<file path="src/rtl/mrd_pkg.sv">
// Shared types and constants of the MQTT receive deframer.
package mrd_pkg;

   typedef struct packed {
      logic       operation;
      logic [7:0] rx_byte;
   } req_type;

   typedef struct packed {
      logic [2:0]  kind;
      logic [15:0] value;
      logic [3:0]  packet_type;
      logic        last;
   } rsp_type;

   localparam logic OP_BYTE = 1'b0;
   localparam logic OP_TICK = 1'b1;

   localparam logic [2:0] KIND_TOPIC  = 3'd0;
   localparam logic [2:0] KIND_MSG    = 3'd1;
   localparam logic [2:0] KIND_PUBACK = 3'd2;
   localparam logic [2:0] KIND_CTRL   = 3'd3;
   localparam logic [2:0] KIND_PING   = 3'd4;
   localparam logic [2:0] KIND_FRAME  = 3'd5;
   localparam logic [2:0] KIND_DROP   = 3'd6;

   localparam logic [3:0] TYPE_CONNACK = 4'd2;
   localparam logic [3:0] TYPE_PUBLISH = 4'd3;
   localparam logic [3:0] TYPE_PINGREQ = 4'd12;

   localparam logic CSR_PAYLOAD_LIMIT = 1'b0;
   localparam logic CSR_KEEPALIVE     = 1'b1;

   localparam int LEN_WIDTH          = 28;
   localparam int IDLE_WIDTH         = 27;
   localparam int THR_WIDTH          = 26;
   localparam int PING_MS_PER_SECOND = 1000 * 3 / 4;
   localparam logic [LEN_WIDTH-1:0] PAYLOAD_LIMIT_RESET = 28'd4096;
   localparam logic [THR_WIDTH-1:0] PING_THR_RESET      = 26'(60 * PING_MS_PER_SECOND);

endpackage

</file>
<file path="src/rtl/mrd_core.sv">
// Packet parser and keepalive timer state, one item per step.
module mrd_core #(
   parameter int TOPIC_LIMIT = 128
) (
   input  logic                             clock,
   input  logic                             reset,
   input  logic                             step,
   input  mrd_pkg::req_type                 item,
   input  logic [mrd_pkg::LEN_WIDTH-1:0]    payload_limit,
   input  logic [mrd_pkg::THR_WIDTH-1:0]    ping_thr,
   output logic                             res_valid,
   output mrd_pkg::rsp_type                 res,
   output logic                             stopped
);
   import mrd_pkg::*;

   localparam logic [15:0] TopicCap = 16'(TOPIC_LIMIT - 1);

   localparam logic [3:0] PH_HEADER  = 4'd0;
   localparam logic [3:0] PH_LENGTH  = 4'd1;
   localparam logic [3:0] PH_BODY    = 4'd2;
   localparam logic [3:0] PH_DISCARD = 4'd3;
   localparam logic [3:0] PH_TLEN_HI = 4'd4;
   localparam logic [3:0] PH_TLEN_LO = 4'd5;
   localparam logic [3:0] PH_TOPIC   = 4'd6;
   localparam logic [3:0] PH_ID_HI   = 4'd7;
   localparam logic [3:0] PH_ID_LO   = 4'd8;
   localparam logic [3:0] PH_MESSAGE = 4'd9;
   localparam logic [3:0] PH_SKIP    = 4'd10;

   logic [3:0]            phase_ff, phase_in;
   logic [3:0]            type_ff, type_in;
   logic [3:0]            flag_ff, flag_in;
   logic [LEN_WIDTH-1:0]  accum_ff, accum_in;
   logic [2:0]            lcount_ff, lcount_in;
   logic [LEN_WIDTH-1:0]  left_ff, left_in;
   logic [15:0]           tlen_ff, tlen_in;
   logic [15:0]           tseen_ff, tseen_in;
   logic                  pub_ok_ff, pub_ok_in;
   logic [7:0]            id_high_ff, id_high_in;
   logic [7:0]            connack_ff, connack_in;
   logic [IDLE_WIDTH-1:0] idle_ff, idle_in;
   logic                  any_seen_ff, any_seen_in;
   logic                  stopped_ff, stopped_in;

   logic [7:0]            b;
   logic [1:0]            qos;
   logic                  is_pub;
   logic [LEN_WIDTH-1:0]  accum_next;
   logic [4:0]            shamt;
   logic [16:0]           need;
   logic [15:0]           keep;
   logic [15:0]           tseen_next;
   logic [IDLE_WIDTH-1:0] idle_inc;
   logic [LEN_WIDTH-1:0]  left_next;
   logic                  tail;
   logic                  finish;

   assign b      = item.rx_byte;
   assign qos    = flag_ff[2:1];
   assign is_pub = (type_ff == TYPE_PUBLISH);
   assign shamt  = 5'(lcount_ff[1:0]) * 5'd7;
   assign accum_next = accum_ff + (LEN_WIDTH'(b[6:0]) << shamt);
   assign need   = 17'd2 + 17'(tlen_ff[15:8]) * 17'd256 + 17'(b) + ((qos != 2'd0) ? 17'd2 : 17'd0);
   assign keep   = (tlen_ff < TopicCap) ? tlen_ff : TopicCap;
   assign tseen_next = tseen_ff + 16'd1;
   assign idle_inc = (idle_ff != {IDLE_WIDTH{1'b1}}) ? idle_ff + 1'b1 : idle_ff;
   assign left_next = (left_ff != '0) ? left_ff - 1'b1 : left_ff;

   always_comb begin
      phase_in    = phase_ff;
      type_in     = type_ff;
      flag_in     = flag_ff;
      accum_in    = accum_ff;
      lcount_in   = lcount_ff;
      left_in     = left_ff;
      tlen_in     = tlen_ff;
      tseen_in    = tseen_ff;
      pub_ok_in   = pub_ok_ff;
      id_high_in  = id_high_ff;
      connack_in  = connack_ff;
      idle_in     = idle_ff;
      any_seen_in = any_seen_ff;
      stopped_in  = stopped_ff;
      res_valid   = 1'b0;
      res.kind    = KIND_TOPIC;
      res.value   = 16'd0;
      res.packet_type = type_ff;
      res.last    = 1'b0;
      tail        = 1'b0;
      finish      = 1'b0;
      if (!stopped_ff) begin
         if (item.operation == OP_TICK) begin
            idle_in = idle_inc;
            if (ping_thr != '0 && any_seen_ff && idle_inc > IDLE_WIDTH'(ping_thr)) begin
               idle_in = '0;
               res_valid = 1'b1;
               res.kind = KIND_PING;
               res.packet_type = TYPE_PINGREQ;
            end
         end else begin
            unique case (phase_ff)
               PH_LENGTH: begin
                  accum_in  = accum_next;
                  lcount_in = lcount_ff + 3'd1;
                  if (b[7]) begin
                     if (lcount_ff + 3'd1 >= 3'd4) begin
                        stopped_in = 1'b1;
                        res_valid  = 1'b1;
                        res.kind   = KIND_FRAME;
                     end
                  end else begin
                     left_in = accum_next;
                     if (accum_next > payload_limit) begin
                        phase_in  = PH_DISCARD;
                        res_valid = 1'b1;
                        res.kind  = KIND_DROP;
                     end else if (accum_next == '0) begin
                        finish = 1'b1;
                        if (!is_pub) begin
                           res_valid = 1'b1;
                           res.kind  = KIND_CTRL;
                           res.value = (type_ff == TYPE_CONNACK) ? 16'(connack_ff) : 16'd0;
                        end
                     end else begin
                        phase_in = is_pub ? PH_TLEN_HI : PH_BODY;
                     end
                  end
               end
               PH_BODY: begin
                  if (accum_ff - left_ff == LEN_WIDTH'(1) && type_ff == TYPE_CONNACK) begin
                     connack_in = b;
                  end
                  left_in = left_ff - 1'b1;
                  if (left_ff == LEN_WIDTH'(1)) begin
                     finish    = 1'b1;
                     res_valid = 1'b1;
                     res.kind  = KIND_CTRL;
                     res.value = (type_ff == TYPE_CONNACK) ? 16'(connack_in) : 16'd0;
                  end
               end
               PH_DISCARD, PH_SKIP: begin
                  tail = 1'b1;
               end
               PH_TLEN_HI: begin
                  tlen_in  = {b, 8'h00};
                  phase_in = PH_TLEN_LO;
                  tail     = 1'b1;
               end
               PH_TLEN_LO: begin
                  tlen_in   = {tlen_ff[15:8], b};
                  tseen_in  = 16'd0;
                  pub_ok_in = accum_ff > LEN_WIDTH'(need);
                  if (LEN_WIDTH'(need) > accum_ff) begin
                     phase_in = PH_SKIP;
                  end else if ({tlen_ff[15:8], b} != 16'd0) begin
                     phase_in = PH_TOPIC;
                  end else begin
                     phase_in = (qos != 2'd0) ? PH_ID_HI : PH_MESSAGE;
                  end
                  tail = 1'b1;
               end
               PH_TOPIC: begin
                  if (pub_ok_ff && tseen_ff < keep) begin
                     res_valid = 1'b1;
                     res.kind  = KIND_TOPIC;
                     res.value = 16'(b);
                     res.last  = (tseen_next == keep);
                  end
                  tseen_in = tseen_next;
                  if (tseen_next == tlen_ff) begin
                     phase_in = (qos != 2'd0) ? PH_ID_HI : PH_MESSAGE;
                  end
                  tail = 1'b1;
               end
               PH_ID_HI: begin
                  id_high_in = b;
                  phase_in   = PH_ID_LO;
                  tail       = 1'b1;
               end
               PH_ID_LO: begin
                  if (qos == 2'd1) begin
                     res_valid = 1'b1;
                     res.kind  = KIND_PUBACK;
                     res.value = {id_high_ff, b};
                  end
                  phase_in = PH_MESSAGE;
                  tail     = 1'b1;
               end
               PH_MESSAGE: begin
                  if (pub_ok_ff) begin
                     res_valid = 1'b1;
                     res.kind  = KIND_MSG;
                     res.value = 16'(b);
                     res.last  = (left_ff == LEN_WIDTH'(1));
                  end
                  tail = 1'b1;
               end
               default: begin
                  type_in    = b[7:4];
                  flag_in    = b[3:0];
                  accum_in   = '0;
                  lcount_in  = 3'd0;
                  connack_in = 8'hFF;
                  pub_ok_in  = 1'b0;
                  phase_in   = PH_LENGTH;
               end
            endcase
            if (tail) begin
               left_in = left_next;
               if (left_next == '0) begin
                  finish = 1'b1;
               end
            end
            if (finish) begin
               phase_in    = PH_HEADER;
               idle_in     = '0;
               any_seen_in = 1'b1;
            end
         end
      end
   end

   always_ff @(posedge clock) begin
      if (reset) begin
         phase_ff    <= PH_HEADER;
         type_ff     <= 4'd0;
         flag_ff     <= 4'd0;
         accum_ff    <= '0;
         lcount_ff   <= 3'd0;
         left_ff     <= '0;
         tlen_ff     <= 16'd0;
         tseen_ff    <= 16'd0;
         pub_ok_ff   <= 1'b0;
         id_high_ff  <= 8'd0;
         connack_ff  <= 8'hFF;
         idle_ff     <= '0;
         any_seen_ff <= 1'b0;
         stopped_ff  <= 1'b0;
      end else if (step) begin
         phase_ff    <= phase_in;
         type_ff     <= type_in;
         flag_ff     <= flag_in;
         accum_ff    <= accum_in;
         lcount_ff   <= lcount_in;
         left_ff     <= left_in;
         tlen_ff     <= tlen_in;
         tseen_ff    <= tseen_in;
         pub_ok_ff   <= pub_ok_in;
         id_high_ff  <= id_high_in;
         connack_ff  <= connack_in;
         idle_ff     <= idle_in;
         any_seen_ff <= any_seen_in;
         stopped_ff  <= stopped_in;
      end
   end

   assign stopped = stopped_ff;

endmodule

</file>
<file path="src/rtl/mqtt_receive_deframer_unit.sv">
// MQTT receive deframer top level: input register, parser step, result register, CSRs.
//
//  Channel  Direction  Handshake           Payload
//  req      in         req_valid/req_stall  req_data  (operation, rx_byte)
//  rsp      out        rsp_valid/rsp_stall  rsp_data  (kind, value, packet_type, last)
//  csr      in         csr_valid/csr_ready  csr_index, csr_data
//
// One item per cycle while rsp is not stalled: an accepted item sits in the input
// register and is parsed straight into the result register once that can take it;
// the parser state update is the loop.
// Reset (synchronous, active high) clears the parser, timer and both valid flags.
// A stalled result holds the input register, which then stalls req.
module mqtt_receive_deframer_unit #(
   parameter int TOPIC_LIMIT = 128
) (
   input  logic                          clock,
   input  logic                          reset,
   input  logic                          req_valid,
   output logic                          req_stall,
   input  mrd_pkg::req_type              req_data,
   output logic                          rsp_valid,
   input  logic                          rsp_stall,
   output mrd_pkg::rsp_type              rsp_data,
   input  logic                          csr_valid,
   output logic                          csr_ready,
   input  logic                          csr_index,
   input  logic [mrd_pkg::LEN_WIDTH-1:0] csr_data
);
   import mrd_pkg::*;

   logic                 in_valid_ff, in_valid_in;
   req_type              in_data_ff;
   logic                 out_valid_ff, out_valid_in;
   rsp_type              out_data_ff;
   logic [LEN_WIDTH-1:0] limit_ff;
   logic [THR_WIDTH-1:0] ping_thr_ff;
   logic                 advance;
   logic                 req_take;
   logic                 core_valid;
   rsp_type              core_res;
   logic                 core_stopped;

   assign advance   = in_valid_ff && (!out_valid_ff || !rsp_stall);
   assign req_stall = in_valid_ff && !advance;
   assign req_take  = req_valid && !req_stall;
   assign csr_ready = 1'b1;

   assign in_valid_in  = req_take || (in_valid_ff && !advance);
   assign out_valid_in = advance ? core_valid : (out_valid_ff && rsp_stall);

   mrd_core #(
      .TOPIC_LIMIT(TOPIC_LIMIT)
   ) u_core (
      .clock        (clock),
      .reset        (reset),
      .step         (advance),
      .item         (in_data_ff),
      .payload_limit(limit_ff),
      .ping_thr     (ping_thr_ff),
      .res_valid    (core_valid),
      .res          (core_res),
      .stopped      (core_stopped)
   );

   always_ff @(posedge clock) begin
      if (reset) begin
         in_valid_ff  <= 1'b0;
         out_valid_ff <= 1'b0;
         limit_ff     <= PAYLOAD_LIMIT_RESET;
         ping_thr_ff  <= PING_THR_RESET;
      end else begin
         in_valid_ff  <= in_valid_in;
         out_valid_ff <= out_valid_in;
         if (csr_valid && csr_ready) begin
            unique case (csr_index)
               CSR_PAYLOAD_LIMIT: limit_ff <= csr_data;
               CSR_KEEPALIVE: ping_thr_ff <= THR_WIDTH'(csr_data[15:0])
                                             * THR_WIDTH'(PING_MS_PER_SECOND);
               default: ;
            endcase
         end
      end
   end

   always_ff @(posedge clock) begin
      if (req_take) begin
         in_data_ff <= req_data;
      end
      if (advance) begin
         out_data_ff <= core_res;
      end
   end

   assign rsp_valid = out_valid_ff;
   assign rsp_data  = out_data_ff;

`ifndef ASSERT_OFF
   a_stall_only_on_held_result: assert property (@(posedge clock) disable iff (reset)
      req_stall |-> (rsp_valid && rsp_stall))
      else $error("input stalled without a held result");

   a_no_overwrite: assert property (@(posedge clock) disable iff (reset)
      (rsp_valid && rsp_stall) |-> !advance)
      else $error("held result overwritten");

   a_silent_when_stopped: assert property (@(posedge clock) disable iff (reset)
      (advance && core_stopped) |-> !core_valid)
      else $error("result after framing stop");

   a_stop_sticks: assert property (@(posedge clock) disable iff (reset)
      core_stopped |=> core_stopped)
      else $error("stop flag cleared without reset");
`endif

endmodule
</file>
<file path="config.mk">
export PLATFORM = sky130hd
export DESIGN_NAME = mqtt_receive_deframer_unit
export DESIGN_NICKNAME = d
export VERILOG_FILES = /design/src/rtl/mrd_pkg.sv /design/src/rtl/mrd_core.sv /design/src/rtl/mqtt_receive_deframer_unit.sv
export SDC_FILE = /design/constraint.sdc
export NUM_CORES = 1
export LEC_CHECK = 0
export BUFFER_PORTS_ARGS = -buffer_cell sky130_fd_sc_hd__buf_2
export CAP_MARGIN = 20
export CORE_ASPECT_RATIO = 1.25
export CORE_MARGIN = 2
export CORE_UTILIZATION = 55
export DETAILED_ROUTE_END_ITERATION = 10
export PLACE_DENSITY = 0.72
export SETUP_SLACK_MARGIN = 0.15
export SLEW_MARGIN = 10
export SYNTH_ARGS = -nofsm -noshare
export SYNTH_HDL_FRONTEND = slang
export SYNTH_SLANG_ARGS = --single-unit
</file>
<file path="constraint.sdc">
create_clock -name clock -period 5.66 [get_ports clock]
set_clock_uncertainty 0.1 [all_clocks]
set_input_delay 0.283 -clock clock [delete_from_list [all_inputs] [get_ports clock]]
set_output_delay 0.283 -clock clock [all_outputs]
set_load 0.03 [all_outputs]
</file>
==> impl_metrics.json <==
{
  "status": "finished clean",
  "clk_pin_slew_ns": 0.07,
  "crit_chain": "buf_4, and2_1, ha_1, nand4_1, nand4b_1, a211oi_1, buf_4, or2_1, a31oi_1, xnor2_1, ha_1, and4_1, nand3_1, nor4b_2, o41a_1, a211oi_2, a21o_1, nand2b_1, nor2_1, and4b_1, or3_4, buf_12, a311oi_2",
  "setup_viol": 0,
  "slew-limit-headroom_pct": 23.6,
  "coreArea_um2": 37400,
  "vias": 20600,
  "viasPerCell": 6.34,
  "syn_area_per_cell_um2": 7.92,
  "antenna_cells": 0,
  "areaGrowthSynthToFinish_pct": 12.6,
  "r2r-start": "in_data_ff[0]",
  "grt.total_usage_pct": 35.8,
  "cts_tree": "done",
  "ys.flop_type": "dfxtp_1",
  "cts_root_buf": "clkbuf_16",
  "initial_core_util_pct": 56.0,
  "cp-end-kind": "register",
  "seq_area_frac_synth_pct": 24.1,
  "seq_area_um2": 5040,
  "dp_cells": 3160,
  "p_leak_nw": 10.2,
  "num_rows": 79,
  "cp.buffers_inverters": 3,
  "io_pins": 70,
  "cap_viol_max_count": 0,
  "path_max_fanout": 27,
  "synth_edf_count": 33,
  "grt_pass1_wl_um": 111000,
  "cts.sinks": 235,
  "power_density_nw_per_um2": 250,
  "io_buffers": 68,
  "cts_buffers": 27,
  "r2r_cells": 23,
  "max_freq_mhz": 187,
  "critPathArrivalTime_ns": 5.72,
  "synth.distinct_cells": 98,
  "slew_viol_final": 0,
  "wl_per_cell_um": 22.2,
  "yosys_warnings": 0,
  "crit_path_end": "u_core.idle_ff[25]",
  "crit_family": "simple AND/OR/NAND/NOR gates",
  "drt-initial-drc-count": 1783,
  "rsz0062_at_grt": "true",
  "dieWidth_um": 178,
  "grt_max_degree": 69,
  "drive_gt1_share_pct": 10.3,
  "clock_path_buffers": 3,
  "post-route-util_pct": 63.1,
  "async_flop_share_pct": 0,
  "nFillCells": 3358,
  "timing.hold.worst.class": "in -> reg",
  "r2r_setup_slack_ns": 0.31,
  "cts_max_level": 1,
  "startpoint": "in_data_ff[0]",
  "syn-cell-area_um2": 20900,
  "dieArea_um2": 39600,
  "crit_type": "reg -> reg",
  "final_cells": 3254,
  "ant_nets": 0,
  "multi_input_area_um2": 14800,
  "ys_ff_latch": 235,
  "routabilityCongestion": 1.01,
  "dp_hpwl_um": 55200,
  "die_h_um": 222,
  "clock_latency_ns": 0.56,
  "critPathMaxStageDelay_ns": 0.46,
  "crit_slowest_cell": "ha_1",
  "fin_crit_ns": 5.35,
  "r2r_end": "u_core.idle_ff[25]",
  "worst-path-stages": 23,
  "required_ns": 6.03,
  "grt_pass1_vias": 20300,
  "syn-instance-count": 2643,
  "wl_um": 72100,
  "antenna_found_initial": 0,
  "gr-total-overflow": 0,
  "worstMarginPinSlew_ns": 1.14,
  "nets": 3079,
  "start_kind": "register",
  "hold_viol": 0,
  "period_share_pct": 94.6,
  "drt_pass1_iterations": 6,
  "ir_worst_vdd_uv": 304,
  "drc": 0
}
[through the flow]
stage               TNS [ns]  power [mW]  hold slack [ns]  worst slack [ns]  cell area (um2)
global placement           0        3.96            0.344             0.198            22000
global route               0        6.20           0.0283            0.0463            23600
CTS                        0        5.85         0.000345             0.250            23300
finish                     0        5.89           0.0195             0.308            23600
floorplan                  0        3.41            0.282             0.443            21000
detailed placement  -0.00845        4.01            0.350          -0.00845            22000
[layer usage]
layer / share of wire [%] / global-route usage, % / routed length (um) / vias to the layer above
li1: - / - / - / 9634
met3: 6.2 / 4.75 / 4510 / 278
met5: 0 / 0 / 0 / -
met1: 38 / 41.6 / 27200 / 9828
met2: 48 / 61.3 / 34800 / 881
met4: 7.8 / 23.2 / 5630 / 0
[repair_timing]
| action | 4_1_cts | 5_1_grt |
|---|---|---|
| gates resized for setup | 5 | 40 |
| buffers inserted | 0 | 8 |
| hold buffers | 35 | 0 |
| pin swaps | 0 | 10 |
| hold endpoints to repair | 32 | 0 |
| setup endpoints to repair | 34 | 42 |
[where the power goes]
part | leakage, nW | internal [mW] | total [mW] | switching (mW)
sequential | 1.98 | 1.75 | 1.83 | 0.0748
clock | 0.438 | 1.04 | 1.83 | 0.793
combinational | 7.77 | 0.899 | 2.23 | 1.33
total | 10.2 | 3.69 | 5.89 | 2.20
[area by class of cell]
class | count | share of cell area, %
tap | 486 | 2.58
clock buffer | 34 | 3.20
inverter | 223 | 3.55
multi-input combinational | 2073 | 62.9
timing repair buffer | 189 | 5.75
sequential | 235 | 21.4
clock inverter | 14 | 0.605
[cell usage in the layout (no fill, tap or decap), drive strengths merged, types with 32 or more instances in the layout]
master,netlist,routed
nor3,61,61
dfxtp,202,202
nor2,227,227
clkbuf,111,35
xor2,49,49
inv,223,226
nand3,83,83
nand4,53,53
nand2,277,277
dlygate4sd3,0,35
a211oi,43,43
fa,70,70
ha,217,217
and2,39,39
o21ai,126,126
a21oi,220,220
edfxtp,33,33
nor4,48,48
nor2b,32,32
xnor2,75,75
buf,10,153
[cells in the mapped netlist (all sizes together) (6+ instances only)]
library cell  instances  area, um2
or4                  12       90.1
a31oi                23        144
nor3b                 6       45.0
edfxtp               33        991
nand2               277       1040
ha                  217       2720
or2                  16        100
a221oi               10       87.6
mux2i                16        160
nand4                53        332
or3                  20        130
o21bai               11       82.6
buf                  10       73.8
a311oi               13        126
o31ai                16        120
o21ai               126        631
nand3                83        415
nand2b               30        188
and3                 26        163
o22a                 12        105
inv                 223        837
nor4                 48        343
nor3                 61        310
nor2                227        855
o211ai               30        230
o21a                 18        135
a21o                 29        218
a22oi                30        225
nor2b                32        208
nand3b               14        105
a211oi               43        323
a41oi                14        190
xor2                 49        429
dfxtp               202       4040
fa                   70       1400
a21oi               220       1100
xnor2                75        657
and4                 12        108
and2                 39        244
clkbuf              111        418
[state kept, by name (all words and copies together) (netlist names)]
name	flops
u_core.pub_ok_ff	1
u_core.connack_ff	8
in_valid_ff	1
u_core.left_ff	28
u_core.id_high_ff	8
in_data_ff	9
u_core.idle_ff	27
rsp_data	24
u_core.flag_ff	2
u_core.phase_ff	4
u_core.lcount_ff	3
ping_thr_ff	25
limit_ff	28
u_core.stopped	1
u_core.type_ff	4
rsp_valid	1
u_core.tseen_ff	16
u_core.any_seen_ff	1
u_core.tlen_ff	16
u_core.accum_ff	28
[worst min-delay path by stage]
| stage | cells after the start | slack, ns | from | to |
|---|---|---|---|---|
| after floorplan | 0 | 0.28 | req_data[0] | in_data_ff[0] |
| after global placement | 2 | 0.34 | limit_ff[20] | limit_ff[20] |
| after detailed placement | 2 | 0.35 | limit_ff[25] | limit_ff[25] |
| after CTS | 3 | 0.0003 | csr_data[4] | limit_ff[4] |
| after global routing | 3 | 0.03 | csr_data[11] | limit_ff[11] |
| final | 3 | 0.02 | csr_data[10] | limit_ff[10] |
[logic make-up (layout without fill, tap and decap cells)]
logic type	after synthesis	after routing	synth area share (%)
AND/OR/NAND/NOR	972	972	23.1
AO/OA/AOI/OAI	660	660	20.6
buffers and inverters	344	460	6.35
adder cells (fa/ha/maj)	288	288	19.7
flip-flops	235	235	24.1
XOR/XNOR	126	126	5.40
multiplexers	17	17	0.819
other	1	10	0.0179
[tightest hold or removal path, cell delays in order]
cell     delay [ns]
buf_2          0.19
nand2_1        0.09
a21oi_1        0.06
Power figures use the tool's default switching activity.
